--- config.mk ---
export PLATFORM = sky130hd
export DESIGN_NAME = balanced_bracket_span_top_flat
export DESIGN_NICKNAME = d
export VERILOG_FILES = /design/src/rtl/core/bbs_pkg.sv /design/src/rtl/core/bbs_if.sv /design/src/rtl/core/bbs_ram.sv /design/src/rtl/core/bbs_out_stage.sv /design/src/rtl/core/bbs_ctrl.sv /design/src/rtl/core/balanced_bracket_span_top.sv /design/src/flat_wrapper.sv
export SDC_FILE = /design/constraint.sdc
export NUM_CORES = 1
export LEC_CHECK = 0
export BUFFER_PORTS_ARGS = -buffer_cell sky130_fd_sc_hd__buf_2
export CAP_MARGIN = 25
export CORE_ASPECT_RATIO = 1.2
export CORE_MARGIN = 2
export CORE_UTILIZATION = 50
export CTS_CLUSTER_SIZE = 28
export DETAILED_ROUTE_END_ITERATION = 7
export PLACE_DENSITY = 0.71
export SLEW_MARGIN = 20
export SYNTH_ARGS = -nofsm -noshare
export SYNTH_HDL_FRONTEND = slang
export SYNTH_SLANG_ARGS = --single-unit
--- constraint.sdc ---
create_clock -name clock -period 5.5 [get_ports clock]
set_input_delay 0.55 -clock clock [delete_from_list [all_inputs] [get_ports clock]]
set_output_delay 0.55 -clock clock [all_outputs]
set_load 0.05 [all_outputs]
--- src/rtl/core/bbs_pkg.sv ---
// Shared types, character codes and bracket helper functions for the bracket span block.
package bbs_pkg;

   // Fixed payload widths
   localparam int SYM_W = 8;
   localparam int LEN_W = 7;

   // Bracket characters
   localparam logic [SYM_W-1:0] CH_ROUND_OPEN   = 8'h28;
   localparam logic [SYM_W-1:0] CH_ROUND_CLOSE  = 8'h29;
   localparam logic [SYM_W-1:0] CH_SQUARE_OPEN  = 8'h5B;
   localparam logic [SYM_W-1:0] CH_SQUARE_CLOSE = 8'h5D;
   localparam logic [SYM_W-1:0] CH_CURLY_OPEN   = 8'h7B;
   localparam logic [SYM_W-1:0] CH_CURLY_CLOSE  = 8'h7D;
   localparam logic [SYM_W-1:0] CH_ANGLE_OPEN   = 8'h3C;
   localparam logic [SYM_W-1:0] CH_ANGLE_CLOSE  = 8'h3E;

   // Kind of a pending opener, kept next to its position on the stack
   typedef enum logic [1:0] {
      BR_ROUND,
      BR_SQUARE,
      BR_CURLY,
      BR_ANGLE
   } bracket_kind_type;

   localparam int KIND_W = 2;

   // Controller states
   typedef enum logic [2:0] {
      ST_CLEAR,
      ST_LOAD,
      ST_MATCH,
      ST_BK_RD,
      ST_BK_NX,
      ST_BK_WR,
      ST_EM_RD,
      ST_EM_CAP
   } bbs_state_type;

   // One result beat
   typedef struct packed {
      logic [LEN_W-1:0] span_length;
      logic             end_of_run;
   } bbs_beat_type;

   function automatic logic is_opener(input logic [SYM_W-1:0] sym);
      return (sym == CH_ROUND_OPEN) || (sym == CH_SQUARE_OPEN) ||
             (sym == CH_CURLY_OPEN) || (sym == CH_ANGLE_OPEN);
   endfunction

   function automatic bracket_kind_type opener_kind(input logic [SYM_W-1:0] sym);
      bracket_kind_type kind;
      case (sym)
         CH_SQUARE_OPEN: kind = BR_SQUARE;
         CH_CURLY_OPEN:  kind = BR_CURLY;
         CH_ANGLE_OPEN:  kind = BR_ANGLE;
         default:        kind = BR_ROUND;
      endcase
      return kind;
   endfunction

   function automatic logic closer_matches(input bracket_kind_type kind,
                                           input logic [SYM_W-1:0] sym);
      logic hit;
      case (kind)
         BR_ROUND:  hit = (sym == CH_ROUND_CLOSE);
         BR_SQUARE: hit = (sym == CH_SQUARE_CLOSE);
         BR_CURLY:  hit = (sym == CH_CURLY_CLOSE);
         BR_ANGLE:  hit = (sym == CH_ANGLE_CLOSE);
         default:   hit = 1'b0;
      endcase
      return hit;
   endfunction

endpackage

--- src/rtl/core/bbs_if.sv ---
// Valid/ready channel interfaces for the request and response sides.
interface bbs_req_if
   import bbs_pkg::*;
   ();
   logic             valid;
   logic             ready;
   logic [SYM_W-1:0] symbol;
   logic             is_final;

   modport source (output valid, output symbol, output is_final, input ready);
   modport sink   (input valid, input symbol, input is_final, output ready);
endinterface

interface bbs_rsp_if
   import bbs_pkg::*;
   ();
   logic             valid;
   logic             ready;
   logic [LEN_W-1:0] span_length;
   logic             end_of_run;

   modport source (output valid, output span_length, output end_of_run, input ready);
   modport sink   (input valid, input span_length, input end_of_run, output ready);
endinterface

--- src/rtl/core/bbs_ram.sv ---
// Generic simple dual-port RAM with one write port and a registered read port.
module bbs_ram #(
   parameter int WIDTH = 8,
   parameter int DEPTH = 64
) (
   input  logic                     clock,
   input  logic                     we,
   input  logic [$clog2(DEPTH)-1:0] waddr,
   input  logic [WIDTH-1:0]         wdata,
   input  logic                     re,
   input  logic [$clog2(DEPTH)-1:0] raddr,
   output logic [WIDTH-1:0]         rdata
);

   logic [WIDTH-1:0] mem_ff [DEPTH];
   logic [WIDTH-1:0] rdata_ff;

   // Write port
   always_ff @(posedge clock) begin
      if (we) begin
         mem_ff[waddr] <= wdata;
      end
   end

   // Registered read, held between reads
   always_ff @(posedge clock) begin
      if (re) begin
         rdata_ff <= mem_ff[raddr];
      end
   end

   assign rdata = rdata_ff;

endmodule

--- src/rtl/core/bbs_out_stage.sv ---
// Output register that holds one result beat until the response side takes it.
module bbs_out_stage
   import bbs_pkg::*;
(
   input  logic         clock,
   input  logic         reset,
   input  logic         load,
   input  bbs_beat_type beat,
   output logic         free,
   bbs_rsp_if.source    rsp
);

   logic         valid_ff;
   logic         valid_in;
   bbs_beat_type beat_ff;

   assign free = !valid_ff || rsp.ready;

   // Fill on load, drop once the beat is taken
   always_comb begin
      valid_in = valid_ff;
      if (load) begin
         valid_in = 1'b1;
      end else if (rsp.ready) begin
         valid_in = 1'b0;
      end
   end

   always_ff @(posedge clock) begin
      if (reset) begin
         valid_ff <= 1'b0;
      end else begin
         valid_ff <= valid_in;
      end
   end

   always_ff @(posedge clock) begin
      if (load) begin
         beat_ff <= beat;
      end
   end

   assign rsp.valid       = valid_ff;
   assign rsp.span_length = beat_ff.span_length;
   assign rsp.end_of_run  = beat_ff.end_of_run;

endmodule

--- src/rtl/core/bbs_ctrl.sv ---
// Sequencer: loads bytes, matches brackets via the stack memory, chains spans and emits.
module bbs_ctrl
   import bbs_pkg::*;
#(
   parameter int MAX_LEN = 64
) (
   input  logic                                  clock,
   input  logic                                  reset,
   bbs_req_if.sink                               req,
   // stack memory
   output logic                                  stk_we,
   output logic [$clog2(MAX_LEN)-1:0]            stk_waddr,
   output logic [KIND_W+$clog2(MAX_LEN)-1:0]     stk_wdata,
   output logic                                  stk_re,
   output logic [$clog2(MAX_LEN)-1:0]            stk_raddr,
   input  logic [KIND_W+$clog2(MAX_LEN)-1:0]     stk_rdata,
   // span memory
   output logic                                  span_we,
   output logic [$clog2(MAX_LEN)-1:0]            span_waddr,
   output logic [$clog2(MAX_LEN+1)-1:0]          span_wdata,
   output logic                                  span_re,
   output logic [$clog2(MAX_LEN)-1:0]            span_raddr,
   input  logic [$clog2(MAX_LEN+1)-1:0]          span_rdata,
   // output register
   input  logic                                  out_free,
   output logic                                  out_load,
   output bbs_beat_type                          out_beat
);

   localparam int IW = $clog2(MAX_LEN);
   localparam int CW = $clog2(MAX_LEN + 1);
   localparam int SW = CW;

   bbs_state_type    state_ff, state_in;
   logic [IW-1:0]    idx_ff, idx_in;
   logic [CW-1:0]    count_ff, count_in;
   logic [CW-1:0]    depth_ff, depth_in;
   logic [IW-1:0]    pos_ff, pos_in;
   logic [SYM_W-1:0] sym_ff, sym_in;
   logic             last_ff, last_in;
   logic [SW-1:0]    span_ff, span_in;

   logic [IW-1:0]    load_pos;
   logic             load_last;
   logic [IW-1:0]    final_pos;
   bracket_kind_type top_kind;
   logic [IW-1:0]    top_pos;
   logic [CW:0]      next_idx;
   logic [CW-1:0]    span_len;
   logic [SW+LEN_W-1:0] span_wide;

   assign load_pos  = count_ff[IW-1:0];
   assign load_last = req.is_final || (count_ff == CW'(MAX_LEN - 1));
   assign final_pos = IW'(count_ff - CW'(1));
   assign top_kind  = bracket_kind_type'(stk_rdata[KIND_W+IW-1:IW]);
   assign top_pos   = stk_rdata[IW-1:0];
   assign next_idx  = {{(CW+1-IW){1'b0}}, idx_ff} + {1'b0, span_rdata};
   assign span_len  = {{(CW-IW){1'b0}}, pos_ff} - {{(CW-IW){1'b0}}, top_pos} + CW'(1);
   assign span_wide = {{LEN_W{1'b0}}, span_rdata};

   // Next state and memory controls
   always_comb begin
      state_in   = state_ff;
      idx_in     = idx_ff;
      count_in   = count_ff;
      depth_in   = depth_ff;
      pos_in     = pos_ff;
      sym_in     = sym_ff;
      last_in    = last_ff;
      span_in    = span_ff;
      req.ready  = 1'b0;
      stk_we     = 1'b0;
      stk_waddr  = depth_ff[IW-1:0];
      stk_wdata  = {opener_kind(req.symbol), load_pos};
      stk_re     = 1'b0;
      stk_raddr  = IW'(depth_ff - CW'(1));
      span_we    = 1'b0;
      span_waddr = idx_ff;
      span_wdata = '0;
      span_re    = 1'b0;
      span_raddr = idx_ff;
      out_load   = 1'b0;
      out_beat.span_length = span_wide[LEN_W-1:0];
      out_beat.end_of_run  = (idx_ff == final_pos);

      case (state_ff)
         // Zero the span store once after reset
         ST_CLEAR: begin
            span_we = 1'b1;
            if (idx_ff == IW'(MAX_LEN - 1)) begin
               idx_in   = '0;
               state_in = ST_LOAD;
            end else begin
               idx_in = idx_ff + IW'(1);
            end
         end

         // Take one byte
         ST_LOAD: begin
            req.ready = 1'b1;
            if (req.valid) begin
               count_in = count_ff + CW'(1);
               if (is_opener(req.symbol)) begin
                  stk_we   = 1'b1;
                  depth_in = depth_ff + CW'(1);
                  if (load_last) begin
                     idx_in   = load_pos;
                     state_in = ST_BK_RD;
                  end
               end else if (depth_ff != '0) begin
                  stk_re   = 1'b1;
                  pos_in   = load_pos;
                  sym_in   = req.symbol;
                  last_in  = load_last;
                  state_in = ST_MATCH;
               end else if (load_last) begin
                  idx_in   = load_pos;
                  state_in = ST_BK_RD;
               end
            end
         end

         // Compare against the top opener: pop and record, or empty the stack
         ST_MATCH: begin
            if (closer_matches(top_kind, sym_ff)) begin
               span_we    = 1'b1;
               span_waddr = top_pos;
               span_wdata = span_len;
               depth_in   = depth_ff - CW'(1);
            end else begin
               depth_in = '0;
            end
            if (last_ff) begin
               idx_in   = pos_ff;
               state_in = ST_BK_RD;
            end else begin
               state_in = ST_LOAD;
            end
         end

         // Backward pass: read the span at this position
         ST_BK_RD: begin
            span_re  = 1'b1;
            state_in = ST_BK_NX;
         end

         // Fetch the span that follows, or move on
         ST_BK_NX: begin
            span_in = span_rdata;
            if ((span_rdata != '0) && (next_idx < {1'b0, count_ff})) begin
               span_re    = 1'b1;
               span_raddr = next_idx[IW-1:0];
               state_in   = ST_BK_WR;
            end else if (idx_ff == '0) begin
               state_in = ST_EM_RD;
            end else begin
               idx_in   = idx_ff - IW'(1);
               state_in = ST_BK_RD;
            end
         end

         // Chain the following span on
         ST_BK_WR: begin
            span_we    = 1'b1;
            span_wdata = span_ff + span_rdata;
            if (idx_ff == '0) begin
               state_in = ST_EM_RD;
            end else begin
               idx_in   = idx_ff - IW'(1);
               state_in = ST_BK_RD;
            end
         end

         // Emission: read the final span
         ST_EM_RD: begin
            span_re  = 1'b1;
            state_in = ST_EM_CAP;
         end

         // Hand the beat over and clear the entry behind it
         ST_EM_CAP: begin
            if (out_free) begin
               out_load = 1'b1;
               span_we  = 1'b1;
               if (idx_ff == final_pos) begin
                  idx_in   = '0;
                  count_in = '0;
                  depth_in = '0;
                  state_in = ST_LOAD;
               end else begin
                  idx_in   = idx_ff + IW'(1);
                  state_in = ST_EM_RD;
               end
            end
         end

         default: begin
            state_in = ST_LOAD;
         end
      endcase
   end

   // Control registers
   always_ff @(posedge clock) begin
      if (reset) begin
         state_ff <= ST_CLEAR;
         idx_ff   <= '0;
         count_ff <= '0;
         depth_ff <= '0;
      end else begin
         state_ff <= state_in;
         idx_ff   <= idx_in;
         count_ff <= count_in;
         depth_ff <= depth_in;
      end
   end

   // Pending closer and partial span
   always_ff @(posedge clock) begin
      pos_ff  <= pos_in;
      sym_ff  <= sym_in;
      last_ff <= last_in;
      span_ff <= span_in;
   end

endmodule

--- src/rtl/core/balanced_bracket_span_top.sv ---
// Top level of the balanced bracket span block: controller, stack and span memories, output register.
//
// Bytes of a string arrive one per req beat. An opener or a byte met with an empty stack is handled
// in ST_LOAD alone; any other byte also passes through ST_MATCH, since the top opener comes out of
// the registered read port of the stack memory. On the last byte (is_final, or the MAX_LEN-th byte)
// a backward pass over the span memory goes through ST_BK_RD and ST_BK_NX at each position, and
// through ST_BK_WR as well where a span chains onto the next one, as the memory has a single read
// port. Emission then gives one rsp beat per stored position through ST_EM_RD and ST_EM_CAP, waits
// in ST_EM_CAP while rsp stalls, and clears each span entry as it goes. No byte is taken during the
// backward pass and emission. After reset, ST_CLEAR zeroes the span memory ahead of the first byte.
module balanced_bracket_span_top
   import bbs_pkg::*;
#(
   parameter int MAX_LEN = 64
) (
   input  logic      clock,
   input  logic      reset,
   bbs_req_if.sink   req_chan,
   bbs_rsp_if.source rsp_chan
);

   localparam int IW = $clog2(MAX_LEN);
   localparam int CW = $clog2(MAX_LEN + 1);
   localparam int STK_W = KIND_W + IW;

   logic             stk_we;
   logic [IW-1:0]    stk_waddr;
   logic [STK_W-1:0] stk_wdata;
   logic             stk_re;
   logic [IW-1:0]    stk_raddr;
   logic [STK_W-1:0] stk_rdata;

   logic             span_we;
   logic [IW-1:0]    span_waddr;
   logic [CW-1:0]    span_wdata;
   logic             span_re;
   logic [IW-1:0]    span_raddr;
   logic [CW-1:0]    span_rdata;

   logic             out_free;
   logic             out_load;
   bbs_beat_type     out_beat;

   // Sequencer
   bbs_ctrl #(
      .MAX_LEN (MAX_LEN)
   ) u_ctrl (
      .clock      (clock),
      .reset      (reset),
      .req        (req_chan),
      .stk_we     (stk_we),
      .stk_waddr  (stk_waddr),
      .stk_wdata  (stk_wdata),
      .stk_re     (stk_re),
      .stk_raddr  (stk_raddr),
      .stk_rdata  (stk_rdata),
      .span_we    (span_we),
      .span_waddr (span_waddr),
      .span_wdata (span_wdata),
      .span_re    (span_re),
      .span_raddr (span_raddr),
      .span_rdata (span_rdata),
      .out_free   (out_free),
      .out_load   (out_load),
      .out_beat   (out_beat)
   );

   // Pending openers: kind and position
   bbs_ram #(
      .WIDTH (STK_W),
      .DEPTH (MAX_LEN)
   ) u_stack_ram (
      .clock (clock),
      .we    (stk_we),
      .waddr (stk_waddr),
      .wdata (stk_wdata),
      .re    (stk_re),
      .raddr (stk_raddr),
      .rdata (stk_rdata)
   );

   // Span lengths per position
   bbs_ram #(
      .WIDTH (CW),
      .DEPTH (MAX_LEN)
   ) u_span_ram (
      .clock (clock),
      .we    (span_we),
      .waddr (span_waddr),
      .wdata (span_wdata),
      .re    (span_re),
      .raddr (span_raddr),
      .rdata (span_rdata)
   );

   // Result register
   bbs_out_stage u_out (
      .clock (clock),
      .reset (reset),
      .load  (out_load),
      .beat  (out_beat),
      .free  (out_free),
      .rsp   (rsp_chan)
   );

endmodule
--- src/flat_wrapper.sv ---
// flat-port wrapper written by rule: the top's interface ports become plain ports
module balanced_bracket_span_top_flat import bbs_pkg::*;
#(
   parameter int MAX_LEN = 64
)
  (clock, reset, req_chan_valid, req_chan_symbol, req_chan_is_final, req_chan_ready, rsp_chan_valid, rsp_chan_span_length, rsp_chan_end_of_run, rsp_chan_ready);
  bbs_req_if req_chan_i ();
  bbs_rsp_if rsp_chan_i ();
  input  logic clock;
  input  logic reset;
  input wire logic [$bits(req_chan_i.valid)-1:0] req_chan_valid;
  input wire logic [$bits(req_chan_i.symbol)-1:0] req_chan_symbol;
  input wire logic [$bits(req_chan_i.is_final)-1:0] req_chan_is_final;
  output wire logic [$bits(req_chan_i.ready)-1:0] req_chan_ready;
  output wire logic [$bits(rsp_chan_i.valid)-1:0] rsp_chan_valid;
  output wire logic [$bits(rsp_chan_i.span_length)-1:0] rsp_chan_span_length;
  output wire logic [$bits(rsp_chan_i.end_of_run)-1:0] rsp_chan_end_of_run;
  input wire logic [$bits(rsp_chan_i.ready)-1:0] rsp_chan_ready;
  assign req_chan_i.valid = req_chan_valid;
  assign req_chan_i.symbol = req_chan_symbol;
  assign req_chan_i.is_final = req_chan_is_final;
  assign req_chan_ready = req_chan_i.ready;
  assign rsp_chan_valid = rsp_chan_i.valid;
  assign rsp_chan_span_length = rsp_chan_i.span_length;
  assign rsp_chan_end_of_run = rsp_chan_i.end_of_run;
  assign rsp_chan_i.ready = rsp_chan_ready;
  balanced_bracket_span_top #(.MAX_LEN(MAX_LEN)) u_core (.clock(clock), .reset(reset), .req_chan(req_chan_i), .rsp_chan(rsp_chan_i));
endmodule
==> flow_metrics.env <==
export IMPL_numCtsBuffers=103
export IMPL_setup_violations_final=0
export IMPL_combPwrFrac_pct=3.6
export IMPL_die_area_mm2=0.08803
export IMPL_clockRootBuffer="clkbuf_16"
export IMPL_drtPass1Iterations=6
export IMPL_postRouteAntennaNets=0
export IMPL_intPower_mw=12.89
export IMPL_required_ns=6.00
export IMPL_cts_tree="built"
export IMPL_vias=25030
export IMPL_final_core_util_pct=57.12
export IMPL_max_slew_margin_pct=22.25
export IMPL_synth_cell_type_count=87
export IMPL_fp_coreArea_mm2=0.08491
export IMPL_diodes=0
export IMPL_hp_class="primary input to flop"
export IMPL_post_route_drc_count=0
export IMPL_wl_per_cell_um=28.24
export IMPL_via_per_inst=6.385
export IMPL_synthesis_nets=2665
export IMPL_nets=2758
export IMPL_port_buffers=22
export IMPL_critPathLaunch="u_core.u_span_ram.rdata[0]"
export IMPL_areaGrowthSynthToFinish_pct=13.23
export IMPL_fp_dieH_um=324.6
export IMPL_hold_depth=1
export IMPL_start_util_pct=50.45
export IMPL_overflow=0
export IMPL_gp_congestion=0.9534
export IMPL_end_kind="flop"
export IMPL_yosysWarnings=0
export IMPL_drv_slew=0
export IMPL_p_sw_share_pct=20.72
export IMPL_io_pins=23
export IMPL_fmax_mhz=189.6
export IMPL_power_frac_clock_pct=44.1
export IMPL_worstReg2RegStart="u_core.u_span_ram.rdata[0]"
export IMPL_path_class="flop to flop"
export IMPL_antenna_found_initial=0
export IMPL_min_delay_worst_endpoint="u_core.u_ctrl.sym_ff[3]"
export IMPL_worstReg2RegEnd="u_core.u_span_ram.rdata[0]"
export IMPL_layout_setup_ws_ns=0.2252
export IMPL_dp_slack_ns=-0.02273
export IMPL_p_sw_mw=3.369
export IMPL_ys_seq_area_share_pct=71.58
export IMPL_cp_start_kind="flop"
export IMPL_path_max_fanout=10
export IMPL_wirelength_um=110700
export IMPL_drt_iter0_drc=3134
export IMPL_crit_arrival_ns=5.77
export IMPL_clk_latency_ns=0.67
export IMPL_finalCritPeriodShare_pct=95.90
export IMPL_finClkSkew_ns=0.03678
export IMPL_rr_worst_depth=17
export IMPL_placed_area_mm2=0.04486
export IMPL_grt_usage_pct=24.95
export IMPL_die_x_um=271.2
export IMPL_reg2reg_setup_slack_ns=0.23
export IMPL_finalPower_mw=16.26
export IMPL_syn_area_per_cell_um2=16.41
export IMPL_tns_ns=0
export IMPL_power_density_mw_per_mm2=335.2
export IMPL_worst_pin_slew_ns=1.158
export IMPL_synthArstFlopShare_pct=0
export IMPL_outcome="finished, final reports clean"
export IMPL_synth_edf_count=1005
export IMPL_grt_max_degree=74
export IMPL_design_area_mm2=0.04850
export IMPL_synth_cells=2610
export IMPL_htreeDepth=3
export IMPL_power_frac_seq_pct=52.3
export IMPL_cts_buffer_depth=3
export IMPL_min_period_ns=5.275
export IMPL_hp_start="req_chan_symbol[3]"
export IMPL_hold_buffers=0
export IMPL_syn_cell_area_mm2=0.04283
export IMPL_rows=117
export IMPL_ir_drop_v=0.0004226
export IMPL_yosys_most_used_dff="edfxtp_1"
export IMPL_layout_cells_non_filler=3920
export IMPL_grt_pass1_wl_um=163600
export IMPL_whs_ns=0.1041
export IMPL_first_global_vias=24980
export IMPL_cts_clk_slew_worst_paths_ns=0.06
export IMPL_hold_viol=0
export IMPL_maxCapViolCount=0
export IMPL_synth_seq_cells=1029
export IMPL_dp_hpwl_um=71250
export IMPL_leakagePower_nw=16.35
export IMPL_layout_drive_gt1_share_pct=19.14
export IMPL_place_inst=3718
export IMPL_cts_sinks=1029
[cell families (layout without fill, tap and decap cells)]
| family | Yosys count | after routing | synth area share (%) |
|---|---|---|---|
| fa+ha+maj | 42 | 42 | 1.279 |
| compound gates | 458 | 458 | 7.557 |
| mux | 187 | 187 | 9.339 |
| flops | 1029 | 1029 | 71.58 |
| buf+inv | 209 | 389 | 2.062 |
| xor+xnor | 44 | 44 | 0.8997 |
| simple gates | 641 | 641 | 7.282 |
[placed cells by master, fill, tap and decap left out, types with 22 or more instances in the layout]
cell          n
buf_2        22
nand2_1     170
xnor2_1      33
a211oi_1     50
buf_4       103
inv_1        53
clkinv_2     25
o21ai_0      86
and3_1       97
ha_1         38
nand3_1      81
a21o_1       28
clkinv_1     22
a21oi_1      86
mux4_2      168
clkbuf_16   103
edfxtp_1   1005
nor2_1      177
[worst max-delay path by stage]
stage                                            to  slack [ns]  cells after the start
floorplan           u_core.u_stack_ram.mem_ff[0][7]        0.90                      2
global placement         u_core.u_span_ram.rdata[2]       -0.13                     17
detailed placement       u_core.u_span_ram.rdata[2]       -0.02                     17
CTS                      u_core.u_span_ram.rdata[0]        0.04                     17
global route             u_core.u_span_ram.rdata[0]       -0.02                     17
finish                   u_core.u_span_ram.rdata[0]        0.23                     17
[sequential cells by signal, summed over array words and instances, names as in the netlist, 3 cells and up]
signal,cells
u_core.u_stack_ram.mem_ff,512
u_core.u_span_ram.rdata,7
u_core.u_ctrl.depth_ff,7
u_core.u_ctrl.idx_ff,6
u_core.u_span_ram.mem_ff,448
u_core.u_ctrl.count_ff,7
u_core.u_stack_ram.rdata,8
u_core.u_out.rsp.span_length,7
u_core.u_ctrl.span_ff,7
u_core.u_ctrl.pos_ff,6
u_core.u_ctrl.state_ff,3
u_core.u_ctrl.sym_ff,8
[worst max-delay path, cell delays in order (launching register included)]
cell and delay [ns]:
edfxtp_1 0.41, ha_1 0.24, fa_1 0.41, a21o_1 0.19, a21oi_1 0.22, o21bai_1 0.10
a21oi_1 0.17, xnor2_1 0.09, ha_1 0.33, o2111ai_1 0.23, o2111a_2 0.45, nand2_4 0.17
buf_4 0.26, mux2i_4 0.39, o221ai_1 0.27, or4_4 0.63, o311ai_0 0.19, and4_1 0.36
[synthesized netlist by cell type, types with 18 or more instances]
| master | instances | area share, % |
|---|---|---|
| edfxtp_1 | 1005 | 70 |
| nor2_1 | 178 | 1.6 |
| nand2_1 | 170 | 1.5 |
| mux4_2 | 168 | 8.8 |
| and3_1 | 97 | 1.4 |
| clkbuf_1 | 89 | 0.78 |
| o21ai_0 | 89 | 1.0 |
| a21oi_1 | 86 | 1.0 |
| nand3_1 | 82 | 0.96 |
| inv_1 | 53 | 0.46 |
| a211oi_1 | 51 | 0.89 |
| ha_1 | 39 | 1.1 |
| buf_2 | 37 | 0.43 |
| xnor2_1 | 34 | 0.70 |
| a21o_1 | 28 | 0.49 |
| dfxtp_1 | 24 | 1.1 |
| a211o_1 | 19 | 0.39 |
| a32oi_1 | 18 | 0.37 |
[metal layers]
| layer | up-vias | wire, um | global-route usage, % |
|---|---|---|---|
| met5 | - | 0 | 0 |
| met4 | 0 | 6216 | 12.80 |
| met3 | 276 | 7988 | 3.474 |
| met2 | 1300 | 56330 | 42.64 |
| met1 | 12820 | 40160 | 31.13 |
| li1 | 10630 | - | - |
[repair_timing]
action | in CTS | in global routing
endpoints found under the hold margin | 0 | 0
buffers inserted | 0 | 5
gates resized for setup | 1 | 6
setup endpoints to repair | 1 | 7
pin swaps | 0 | 3
[cell type report]
type                            instances  area (um^2)
Clock buffer                          114         2619
Clock inverter                         78        867.1
Fill cell                            6380        36410
Inverter                               55        206.4
Multi-Input combinational cell       1372        11490
Sequential cell                      1029        30670
Tap cell                             1130         1414
Timing Repair Buffer                  142         1234
[power groups by stage]
stage	Sequential [mW]	Combinational, mW	Clock (mW)
4_1_cts	8.51	0.564	7.24
6_report	8.51	0.581	7.17
2_1_floorplan	8.67	0.318	0
3_5_place_dp	8.68	0.560	0
3_3_place_gp	8.68	0.556	0
5_1_grt	8.51	0.603	7.55
No activity file was read; power rests on OpenSTA's default activity.
